**config.mk**
```make
export PLATFORM = sky130hd
export DESIGN_NAME = segmented_sgl_descriptor_builder_top
export DESIGN_NICKNAME = d
export VERILOG_FILES = /design/src/sdb_pkg.sv /design/src/segmented_sgl_descriptor_builder_top.sv /design/src/sdb_csr.sv /design/src/sdb_core.sv /design/src/sdb_out.sv
export SDC_FILE = /design/constraint.sdc
export NUM_CORES = 1
export LEC_CHECK = 0
export ABC_AREA = 1
export BUFFER_PORTS_ARGS = -buffer_cell sky130_fd_sc_hd__buf_2
export CORE_UTILIZATION = 25
export CTS_CLUSTER_SIZE = 12
export DETAILED_ROUTE_END_ITERATION = 10
export PLACE_DENSITY = 0.44
export SETUP_SLACK_MARGIN = 0.15
export SYNTH_ARGS = -nofsm -noshare
export SYNTH_HDL_FRONTEND = slang
export SYNTH_SLANG_ARGS = --single-unit
```
**constraint.sdc**
```tcl
create_clock -name clock -period 7.5 [get_ports clock]
set_input_delay 0.375 -clock clock [delete_from_list [all_inputs] [get_ports clock]]
set_output_delay 0.375 -clock clock [all_outputs]
set_load 0.02 [all_outputs]
```
**src/sdb_pkg.sv**
```systemverilog
`default_nettype none

package sdb_pkg;

   // Default geometry of the descriptor segments
   localparam int unsigned PAGE_BYTES_DEF   = 4096;
   localparam int unsigned DESC_BYTES_DEF   = 16;
   localparam int unsigned MAX_ELEMENTS_DEF = 65536;

   // Field widths
   localparam int unsigned ADDR_W   = 64;
   localparam int unsigned LEN_W    = 32;
   localparam int unsigned CNT_W    = 17;
   localparam int unsigned SEG_W    = 9;
   localparam int unsigned SLOTO_W  = 8;
   localparam int unsigned SEGCNT_W = 10;
   localparam int unsigned PAGE_W   = 17;

   // Stream payload widths
   localparam int unsigned REQ_DATA_W = 96;
   localparam int unsigned RSP_DATA_W = 128;
   localparam int unsigned RSP_USER_W = 2;

   // Register port
   localparam int unsigned CSR_DATA_W = 64;
   localparam int unsigned CSR_ADDR_W = 5;
   localparam int unsigned CSR_IDX_W  = 2;

   localparam logic [CSR_IDX_W-1:0] CSR_SEG_BASE   = 2'd0;
   localparam logic [CSR_IDX_W-1:0] CSR_ELEM_COUNT = 2'd1;
   localparam logic [CSR_IDX_W-1:0] CSR_EXP_LENGTH = 2'd2;

   typedef enum logic [1:0] {
      KIND_DATA      = 2'd0,
      KIND_LINK      = 2'd1,
      KIND_LAST_LINK = 2'd2
   } kind_type;

   typedef struct packed {
      logic [ADDR_W-1:0] segment_base_address;
      logic [CNT_W-1:0]  element_count;
      logic [LEN_W-1:0]  expected_length;
   } cfg_type;

   typedef struct packed {
      logic [ADDR_W-1:0]   desc_address;
      logic [LEN_W-1:0]    desc_length;
      kind_type            desc_kind;
      logic [SEG_W-1:0]    segment_index;
      logic [SLOTO_W-1:0]  slot_index;
      logic                last_of_run;
      logic                list_done;
      logic                length_mismatch;
      logic [SEGCNT_W-1:0] segment_count;
   } descriptor_type;

   // One request's worth of descriptors: the data descriptor and an optional link
   typedef struct packed {
      logic           two;
      descriptor_type first;
      descriptor_type second;
   } pair_type;

endpackage

`default_nettype wire

```
**src/segmented_sgl_descriptor_builder_top.sv**
```systemverilog
// Segmented scatter-gather descriptor builder. Each request carries one mapped
// element (address, length) and yields a data descriptor in the next slot of
// the current segment page; when the page's data slots fill and elements remain,
// a link descriptor to the next page follows in the page's last slot. A list
// starts on the first request after the previous list closed, loading
// element_count (zero count: the request is dropped with no descriptor).
// Flow: a request is held in the input register, is resolved into one or two
// descriptors that load the output register, and leaves from there. The
// output register sends one descriptor per cycle while rsp_tready is high and
// loads the next pair as the last descriptor of the held one leaves.
// Registers are to be written only while the block is idle; the block does not enforce it.
`default_nettype none

module segmented_sgl_descriptor_builder_top #(
   parameter int unsigned PAGE_BYTES   = sdb_pkg::PAGE_BYTES_DEF,
   parameter int unsigned DESC_BYTES   = sdb_pkg::DESC_BYTES_DEF,
   parameter int unsigned MAX_ELEMENTS = sdb_pkg::MAX_ELEMENTS_DEF
) (
   input  logic                             clock,
   input  logic                             reset,
   // element_address [63:0], element_length [95:64]
   input  logic                             req_tvalid,
   output logic                             req_tready,
   input  logic [sdb_pkg::REQ_DATA_W-1:0]   req_tdata,
   // desc_address [63:0], desc_length [95:64], segment_index [104:96],
   // slot_index [112:105], list_done [113], length_mismatch [114],
   // segment_count [124:115], zero [127:125]
   output logic                             rsp_tvalid,
   input  logic                             rsp_tready,
   output logic [sdb_pkg::RSP_DATA_W-1:0]   rsp_tdata,
   // desc_kind [1:0]
   output logic [sdb_pkg::RSP_USER_W-1:0]   rsp_tuser,
   output logic                             rsp_tlast,
   input  logic                             csr_psel,
   input  logic                             csr_penable,
   input  logic                             csr_pwrite,
   input  logic [sdb_pkg::CSR_ADDR_W-1:0]   csr_paddr,
   input  logic [sdb_pkg::CSR_DATA_W-1:0]   csr_pwdata,
   output logic [sdb_pkg::CSR_DATA_W-1:0]   csr_prdata,
   output logic                             csr_pready
);
   import sdb_pkg::*;

   cfg_type  cfg;
   pair_type pair;
   logic     pair_load;
   logic     pair_free;

   sdb_csr u_csr (
      .clock       (clock),
      .reset       (reset),
      .csr_psel    (csr_psel),
      .csr_penable (csr_penable),
      .csr_pwrite  (csr_pwrite),
      .csr_paddr   (csr_paddr),
      .csr_pwdata  (csr_pwdata),
      .csr_prdata  (csr_prdata),
      .csr_pready  (csr_pready),
      .cfg         (cfg)
   );

   sdb_core #(
      .PAGE_BYTES   (PAGE_BYTES),
      .DESC_BYTES   (DESC_BYTES),
      .MAX_ELEMENTS (MAX_ELEMENTS)
   ) u_core (
      .clock       (clock),
      .reset       (reset),
      .req_tvalid  (req_tvalid),
      .req_tready  (req_tready),
      .req_address (req_tdata[ADDR_W-1:0]),
      .req_length  (req_tdata[ADDR_W+LEN_W-1:ADDR_W]),
      .cfg         (cfg),
      .pair_free   (pair_free),
      .pair_load   (pair_load),
      .pair        (pair)
   );

   sdb_out u_out (
      .clock      (clock),
      .reset      (reset),
      .pair_load  (pair_load),
      .pair       (pair),
      .pair_free  (pair_free),
      .rsp_tvalid (rsp_tvalid),
      .rsp_tready (rsp_tready),
      .rsp_tdata  (rsp_tdata),
      .rsp_tuser  (rsp_tuser),
      .rsp_tlast  (rsp_tlast)
   );

endmodule

`default_nettype wire

```
**src/sdb_csr.sv**
```systemverilog
`default_nettype none

module sdb_csr (
   input  logic                             clock,
   input  logic                             reset,
   input  logic                             csr_psel,
   input  logic                             csr_penable,
   input  logic                             csr_pwrite,
   input  logic [sdb_pkg::CSR_ADDR_W-1:0]   csr_paddr,
   input  logic [sdb_pkg::CSR_DATA_W-1:0]   csr_pwdata,
   output logic [sdb_pkg::CSR_DATA_W-1:0]   csr_prdata,
   output logic                             csr_pready,
   output sdb_pkg::cfg_type                 cfg
);
   import sdb_pkg::*;

   cfg_type               cfg_ff;
   logic                  wr_en;
   logic [CSR_IDX_W-1:0]  idx;

   assign csr_pready = 1'b1;
   assign idx        = csr_paddr[CSR_ADDR_W-1:CSR_ADDR_W-CSR_IDX_W];
   assign wr_en      = csr_psel && csr_penable && csr_pwrite && csr_pready;
   assign cfg        = cfg_ff;

   always_ff @(posedge clock) begin
      if (reset) begin
         cfg_ff <= '0;
      end else if (wr_en) begin
         case (idx)
            CSR_SEG_BASE:   cfg_ff.segment_base_address <= csr_pwdata;
            CSR_ELEM_COUNT: cfg_ff.element_count        <= csr_pwdata[CNT_W-1:0];
            CSR_EXP_LENGTH: cfg_ff.expected_length      <= csr_pwdata[LEN_W-1:0];
            default: ;
         endcase
      end
   end

   always_comb begin
      case (idx)
         CSR_SEG_BASE:   csr_prdata = cfg_ff.segment_base_address;
         CSR_ELEM_COUNT: csr_prdata = {{(CSR_DATA_W-CNT_W){1'b0}}, cfg_ff.element_count};
         CSR_EXP_LENGTH: csr_prdata = {{(CSR_DATA_W-LEN_W){1'b0}}, cfg_ff.expected_length};
         default:        csr_prdata = '0;
      endcase
   end

endmodule

`default_nettype wire

```
**src/sdb_core.sv**
```systemverilog
`default_nettype none

module sdb_core #(
   parameter int unsigned PAGE_BYTES   = sdb_pkg::PAGE_BYTES_DEF,
   parameter int unsigned DESC_BYTES   = sdb_pkg::DESC_BYTES_DEF,
   parameter int unsigned MAX_ELEMENTS = sdb_pkg::MAX_ELEMENTS_DEF
) (
   input  logic                          clock,
   input  logic                          reset,
   input  logic                          req_tvalid,
   output logic                          req_tready,
   input  logic [sdb_pkg::ADDR_W-1:0]    req_address,
   input  logic [sdb_pkg::LEN_W-1:0]     req_length,
   input  sdb_pkg::cfg_type              cfg,
   input  logic                          pair_free,
   output logic                          pair_load,
   output sdb_pkg::pair_type             pair
);
   import sdb_pkg::*;

   localparam int unsigned PER        = PAGE_BYTES / DESC_BYTES;
   localparam int unsigned DATA_SLOTS = (PER < 2) ? 1 : PER - 1;
   localparam int unsigned SLOT_W     = $clog2(DATA_SLOTS + 1);
   localparam int unsigned OFF_W      = SEG_W + PAGE_W;

   // Input register
   logic              in_valid_ff;
   logic [ADDR_W-1:0] in_addr_ff;
   logic [LEN_W-1:0]  in_len_ff;

   // List state
   logic [CNT_W-1:0]  rem_ff;
   logic [SLOT_W-1:0] slot_ff;
   logic [SEG_W-1:0]  seg_ff;
   logic [LEN_W-1:0]  total_ff;

   logic              advance;
   logic              start;
   logic              empty;
   logic [CNT_W-1:0]  cnt_sat;
   logic [CNT_W-1:0]  eff_rem;
   logic [SLOT_W-1:0] eff_slot;
   logic [SEG_W-1:0]  eff_seg;
   logic [LEN_W-1:0]  eff_total;
   logic [CNT_W-1:0]  rem_in;
   logic [SLOT_W-1:0] slot_inc;
   logic [LEN_W-1:0]  total_in;
   logic [SEG_W-1:0]  next_seg;
   logic              done;
   logic              link;
   logic              last_link;
   logic [OFF_W-1:0]  link_off;
   logic [LEN_W-1:0]  link_len;
   logic [SLOT_W+SLOTO_W-1:0] slot_wide;
   logic [SLOT_W+SLOTO_W-1:0] dslot_wide;

   assign advance    = in_valid_ff && pair_free;
   assign req_tready = !in_valid_ff || advance;

   always_comb begin
      start   = (rem_ff == '0);
      empty   = start && (cfg.element_count == '0);
      cnt_sat = (32'(cfg.element_count) > 32'(MAX_ELEMENTS)) ?
                CNT_W'(MAX_ELEMENTS) : cfg.element_count;

      eff_rem   = start ? cnt_sat : rem_ff;
      eff_slot  = start ? '0 : slot_ff;
      eff_seg   = start ? '0 : seg_ff;
      eff_total = start ? '0 : total_ff;

      total_in  = eff_total + in_len_ff;
      rem_in    = eff_rem - CNT_W'(1);
      slot_inc  = eff_slot + SLOT_W'(1);
      next_seg  = eff_seg + SEG_W'(1);

      done      = (rem_in == '0);
      link      = !done && (slot_inc >= SLOT_W'(DATA_SLOTS));
      last_link = (32'(rem_in) <= 32'(DATA_SLOTS));

      link_off  = {{PAGE_W{1'b0}}, next_seg} * OFF_W'(PAGE_BYTES);
      link_len  = last_link ? (LEN_W'(rem_in) * LEN_W'(DESC_BYTES)) : LEN_W'(PAGE_BYTES);

      slot_wide  = {{SLOTO_W{1'b0}}, eff_slot};
      dslot_wide = {{SLOTO_W{1'b0}}, SLOT_W'(DATA_SLOTS)};

      pair.two = link;

      pair.first.desc_address    = in_addr_ff;
      pair.first.desc_length     = in_len_ff;
      pair.first.desc_kind       = KIND_DATA;
      pair.first.segment_index   = eff_seg;
      pair.first.slot_index      = slot_wide[SLOTO_W-1:0];
      pair.first.last_of_run     = !link;
      pair.first.list_done       = done;
      pair.first.length_mismatch = done && (total_in != cfg.expected_length);
      pair.first.segment_count   = done ? ({1'b0, eff_seg} + SEGCNT_W'(1)) : '0;

      pair.second.desc_address    = cfg.segment_base_address
                                    + {{(ADDR_W-OFF_W){1'b0}}, link_off};
      pair.second.desc_length     = link_len;
      pair.second.desc_kind       = last_link ? KIND_LAST_LINK : KIND_LINK;
      pair.second.segment_index   = eff_seg;
      pair.second.slot_index      = dslot_wide[SLOTO_W-1:0];
      pair.second.last_of_run     = 1'b1;
      pair.second.list_done       = 1'b0;
      pair.second.length_mismatch = 1'b0;
      pair.second.segment_count   = '0;
   end

   // An empty list swallows the request without producing a descriptor
   assign pair_load = advance && !empty;

   always_ff @(posedge clock) begin
      if (reset) begin
         in_valid_ff <= 1'b0;
         rem_ff      <= '0;
         slot_ff     <= '0;
         seg_ff      <= '0;
         total_ff    <= '0;
      end else begin
         if (req_tready) begin
            in_valid_ff <= req_tvalid;
         end
         if (pair_load) begin
            rem_ff   <= rem_in;
            total_ff <= total_in;
            if (link) begin
               seg_ff  <= next_seg;
               slot_ff <= '0;
            end else begin
               seg_ff  <= eff_seg;
               slot_ff <= slot_inc;
            end
         end
      end
   end

   always_ff @(posedge clock) begin
      if (req_tvalid && req_tready) begin
         in_addr_ff <= req_address;
         in_len_ff  <= req_length;
      end
   end

   // A closed list may leave the slot counter at the page end; the next start ignores it
   a_slot_range: assert property (@(posedge clock) disable iff (reset)
      (rem_ff != '0) |-> (slot_ff < SLOT_W'(DATA_SLOTS)))
      else $error("slot counter beyond data slots");

   a_done_clears: assert property (@(posedge clock) disable iff (reset)
      (pair_load && done) |=> (rem_ff == '0))
      else $error("list closed but elements remain");

   a_link_resets_slot: assert property (@(posedge clock) disable iff (reset)
      (pair_load && link) |=> (slot_ff == '0))
      else $error("link emitted without moving to a fresh segment");

endmodule

`default_nettype wire

```
**src/sdb_out.sv**
```systemverilog
`default_nettype none

module sdb_out (
   input  logic                              clock,
   input  logic                              reset,
   input  logic                              pair_load,
   input  sdb_pkg::pair_type                 pair,
   output logic                              pair_free,
   output logic                              rsp_tvalid,
   input  logic                              rsp_tready,
   output logic [sdb_pkg::RSP_DATA_W-1:0]    rsp_tdata,
   output logic [sdb_pkg::RSP_USER_W-1:0]    rsp_tuser,
   output logic                              rsp_tlast
);
   import sdb_pkg::*;

   logic           valid_ff;
   logic           two_ff;
   logic           pos_ff;
   descriptor_type first_ff;
   descriptor_type second_ff;
   descriptor_type cur;

   // Free when no pair is held or once the final descriptor of the held pair leaves
   assign pair_free  = !valid_ff || (rsp_tready && (pos_ff || !two_ff));
   assign rsp_tvalid = valid_ff;
   assign cur        = pos_ff ? second_ff : first_ff;

   assign rsp_tdata = {{(RSP_DATA_W-ADDR_W-LEN_W-SEG_W-SLOTO_W-2-SEGCNT_W){1'b0}},
                       cur.segment_count, cur.length_mismatch, cur.list_done,
                       cur.slot_index, cur.segment_index, cur.desc_length,
                       cur.desc_address};
   assign rsp_tuser = cur.desc_kind;
   assign rsp_tlast = cur.last_of_run;

   always_ff @(posedge clock) begin
      if (reset) begin
         valid_ff <= 1'b0;
         two_ff   <= 1'b0;
         pos_ff   <= 1'b0;
      end else if (pair_free) begin
         valid_ff <= pair_load;
         pos_ff   <= 1'b0;
         if (pair_load) begin
            two_ff <= pair.two;
         end
      end else if (rsp_tready) begin
         pos_ff <= 1'b1;
      end
   end

   always_ff @(posedge clock) begin
      if (pair_free && pair_load) begin
         first_ff  <= pair.first;
         second_ff <= pair.second;
      end
   end

   a_pos_needs_two: assert property (@(posedge clock) disable iff (reset)
      pos_ff |-> (valid_ff && two_ff))
      else $error("second descriptor selected without a link");

   a_first_not_last: assert property (@(posedge clock) disable iff (reset)
      (valid_ff && two_ff) |-> !first_ff.last_of_run)
      else $error("data descriptor marked last ahead of its link");

endmodule

`default_nettype wire
```
==> run_results.csv <==
group,metric,value,unit
sta,setup_viol,0,
sta,final-hold-violation-count,0,
drt,drcViolationCount,0,
global_route,globalRouteTotalUtil,16.5,%
clock_network,tritoncts_clock_tree,"yes",
synth,synth_seq_cells,488,
power,leakage,0.0124,uW
clock_network,clkSinkCount,488,
drt,wirelength,78800,um
global_route,grt_pass1_vias,18116,
drt,drt_iter0_drc,1163,
layout,nets,3210,
placement,gpl.final_weighted_congestion,0.922,
sta,worst_pin_slew,1.09,ns
die,rows,110,
sta,period_share,77.6,%
clock_network,post_cts.repair.setup_buffers,0,
layout,instances_no_fill,4221,
drt,drtAntennaViolNets,0,
worst_setup_path,worstPathCellList,"nor2_1, nand3_2, nor2_4, nand2_4, clkinv_1, nor2_1, ha_1, inv_1, nor3_1, xor2_1, ha_1, a21oi_1, a21boi_1, nor2_1, o22ai_1, o21ai_2, nand2_1, nor2_1, nand2_1, nor3_1, nand3_1, nor2_1, nand3_1, xor2_1",
sta,maxSlewHeadroom,27.5,%
worst_setup_path,max_stage_delay,0.47,ns
drt,routed_via_density,4.36,
sta,totalNegativeSetupSlack,0,ns
worst_setup_path,crit_path_buffers_inverters,2,
worst_setup_path,critical_path.max_fanout,23,
drt,wl_per_cell,18.7,um
hold_path,worstHoldPathCells,3,
clock_network,cts_hold_buf,119,
sta,rsz_0062_raised_after_global_routing,"no",
worst_setup_path,reg2reg_to,"u_out.second_ff[127]",
worst_setup_path,rrSetupSlack,1.68,ns
worst_setup_path,crit_path_start_kind,"flop",
outcome,run_status,"finished, final reports clean",
drt,drt-pass1-iter-count,5,
synth,syn-cell-area,0.0229,sq mm
layout,layout.cells.most_common,"sky130_fd_sc_hd__nand2_1",
layout,final-seq-area,0.0128,sq mm
placement,detailed_place_hpwl,57300,um
layout,area.growth.synth_to_final,26.1,%
power,pwr_density_cell,234,mW/mm^2
worst_setup_path,crit_required,7.87,ns
die,chipWidth,305,um
worst_setup_path,timing_worst_setup_path_type,"reg2reg",
synth,synth_cells,2533,
die,die_h,305,um
worst_setup_path,critical_path.slowest_cell,"sky130_fd_sc_hd__clkinv_1",
die,floorplan.io_pins,370,
layout,multiInputGateArea,0.00851,sq mm
layout,drive_gt1_share,18.5,%
synth,synth_edf_count,305,
global_route,grt_start_max_net_pins,88,
sta,fin_skew,0.0362,ns
worst_setup_path,r2r_cells,24,
clock_network,clk_lat_worst_skew,0.64,ns
global_route,grt_antenna_before_repair,10,
placement,dp.cells,3988,
hold_path,hp-class,"in2reg",
clock_network,ctsHtreeMaxLevel,2,
power,ir_drop,0.156,mV
placement,dpl_worst_slack,1.66,ns
clock_network,clock-root-buffer,"sky130_fd_sc_hd__clkbuf_16",
clock_network,cts.path.max_buffers,3,
synth,asyncSetResetFlopFracSynth,0,%
clock_network,ctsResizeCount,0,
clock_network,clk_pin_slew_worst_paths,0.06,ns
sta,fin_ws,1.68,ns
synth,syn_avg_cell_area,9.05,sq um
synth,ys_seq_area_share,55.9,%
die,starting_density_of_the_core,25.4,%
worst_setup_path,crit_top_cell,"sky130_fd_sc_hd__nor2_1",
sta,fmaxAchievable,0.172,GHz
worst_setup_path,cp_data_arrival_time,6.19,ns
placement,portBuffers,362,
layout,finish.utilization,32.0,%
flow_run,cap_violations,0,
sta,max_transition_viols_final,0,
drt,routed-via-count,18384,
die,placeableCoreArea,0.0904,sq mm
synth,dominantRegCellSynth,"sky130_fd_sc_hd__edfxtp_1",
layout,most-common-layout-cells,"sky130_fd_sc_hd__nand2_1 (527), sky130_fd_sc_hd__buf_2 (362), sky130_fd_sc_hd__nor2_1 (321), sky130_fd_sc_hd__edfxtp_1 (305), sky130_fd_sc_hd__inv_1 (283)",
clock_network,inserted_clock_buffers,58,
die,die_area,0.0929,sq mm
synth,yosysWarningCount,0,
global_route,final_global_route_overflow_total,0,
worst_setup_path,worstReg2RegStart,"u_core.rem_ff[1]",
hold_path,end_point_of_the_worst_hold_path,"u_csr.cfg[58]",
layout,final.fill_count,9650,
global_route,grt_pass1_wl,116000,um
synth,netlist-cell-type-count,59,
hold_path,hold_path.startpoint,"csr_pwdata[9]",
worst_setup_path,crit_path_leading_delay_family,"simple AND/OR/NAND/NOR gates",
worst_setup_path,endpoint_type_of_the_worst_setup_path,"flop",
sta,period_minus_slack,5.82,ns
-- where the power goes --
part	internal, uW	switching (uW)
combinational	328	662
sequential	3010	56.7
clock	1530	1160
total	4870	1880
-- how the worst max path moves through the flow --
stage | to | cells past startpoint | start | slack (ns)
after floorplan | u_out.first_ff[0] | 10 | u_core.rem_ff[1] | 3.09
after global placement | u_out.second_ff[127] | 24 | u_core.rem_ff[1] | 1.70
after detailed placement | u_out.second_ff[127] | 24 | u_core.rem_ff[1] | 1.66
after CTS | u_out.second_ff[127] | 24 | u_core.rem_ff[1] | 1.64
after global routing | u_out.second_ff[124] | 23 | u_core.rem_ff[1] | 1.15
final | u_out.second_ff[127] | 24 | u_core.rem_ff[1] | 1.68
-- final cells by class --
cell class	instances	share of cell area [%]
antenna	5	0.0433
clock buffer	80	5.58
clock inverter	29	0.675
inverter	296	3.91
multi-input combinational	1649	29.4
sequential	488	44.4
tap	1176	5.09
timing repair buffer	498	10.9
-- per-layer routing --
layer | wire, um | GRT usage, % | vias up
met5 | 103 | 0 | -
met4 | 2360 | 5.47 | 16
met3 | 4360 | 3.43 | 125
met2 | 35900 | 26.7 | 461
met1 | 36100 | 21.9 | 8551
li1 | - | - | 9231
-- cell usage after synthesis, drive strengths merged, types with 2 or more instances --
master	count	area, sq um
o21bai	4	30.0
ha	45	563
conb	2	7.51
fa	2	40.0
dfxtp	183	3660
nand2	548	2130
o21a	4	30.0
a211oi	8	60.1
a31oi	4	25.0
nor4	3	18.8
nand4	12	75.1
clkinv	3	11.3
xnor2	11	104
xor2	92	806
o221ai	8	70.1
nor3	44	259
edfxtp	305	9160
inv	293	1100
a21o	7	52.6
xnor3	2	45.0
nor2	342	1370
o22ai	7	43.8
o211ai	16	120
a21oi	170	900
buf	27	223
or2	10	62.6
a221oi	2	17.5
nand3b	4	30.0
and2	2	12.5
clkbuf	83	312
o21ai	188	945
nand3	95	561
-- flip-flops by register name (all words and copies together) (netlist names), 8 cells and up --
register	cells
u_core.rem_ff	17
u_core.in_len_ff	32
u_csr.cfg	113
u_out.second_ff	83
u_core.slot_ff	8
u_core.total_ff	32
u_core.in_addr_ff	64
u_out.first_ff	126
u_core.seg_ff	9
-- cells by family (layout without fill, tap and decap cells) --
| group | Yosys count | after routing | synth area share (%) |
|---|---|---|---|
| buffers and inverters | 406 | 903 | 7.19 |
| DFF | 488 | 488 | 55.9 |
| and+or+nand+nor | 1061 | 1061 | 19.8 |
| AOI/OAI and AO/OA | 423 | 423 | 10.2 |
| xor gates and xnor gates | 106 | 106 | 4.27 |
| adders and majority gates | 47 | 47 | 2.63 |
| other | 2 | 17 | 0.0328 |
-- metrics by stage --
step | area (sq um) | power [uW] | hold WS (ns)
2_1_floorplan | 23000 | 3750 | 0.400
3_3_place_gp | 25900 | 4070 | 0.400
3_5_place_dp | 25900 | 4070 | 0.405
4_1_cts | 28900 | 6870 | 0.00148
5_1_grt | 28900 | 7080 | 0.00710
6_report | 28900 | 6750 | 0.0373
-- worst reg2reg max path, stage by stage (launching register included) --
cell                       delay, ns
sky130_fd_sc_hd__dfxtp_1        0.40
sky130_fd_sc_hd__nor2_1         0.08
sky130_fd_sc_hd__nand3_2        0.10
sky130_fd_sc_hd__nor2_4         0.05
sky130_fd_sc_hd__nand2_4        0.32
sky130_fd_sc_hd__clkinv_1       0.49
sky130_fd_sc_hd__nor2_1         0.39
sky130_fd_sc_hd__ha_1           0.20
sky130_fd_sc_hd__inv_1          0.06
sky130_fd_sc_hd__nor3_1         0.39
sky130_fd_sc_hd__xor2_1         0.19
sky130_fd_sc_hd__ha_1           0.39
sky130_fd_sc_hd__a21oi_1        0.08
sky130_fd_sc_hd__a21boi_1       0.15
sky130_fd_sc_hd__nor2_1         0.10
sky130_fd_sc_hd__o22ai_1        0.12
sky130_fd_sc_hd__o21ai_2        0.30
sky130_fd_sc_hd__nand2_1        0.22
sky130_fd_sc_hd__nor2_1         0.22
sky130_fd_sc_hd__nand2_1        0.14
sky130_fd_sc_hd__nor3_1         0.38
sky130_fd_sc_hd__nand3_1        0.28
sky130_fd_sc_hd__nor2_1         0.25
sky130_fd_sc_hd__nand3_1        0.12
sky130_fd_sc_hd__xor2_1         0.16
Note: power is estimated with default switching activity, not from simulation.
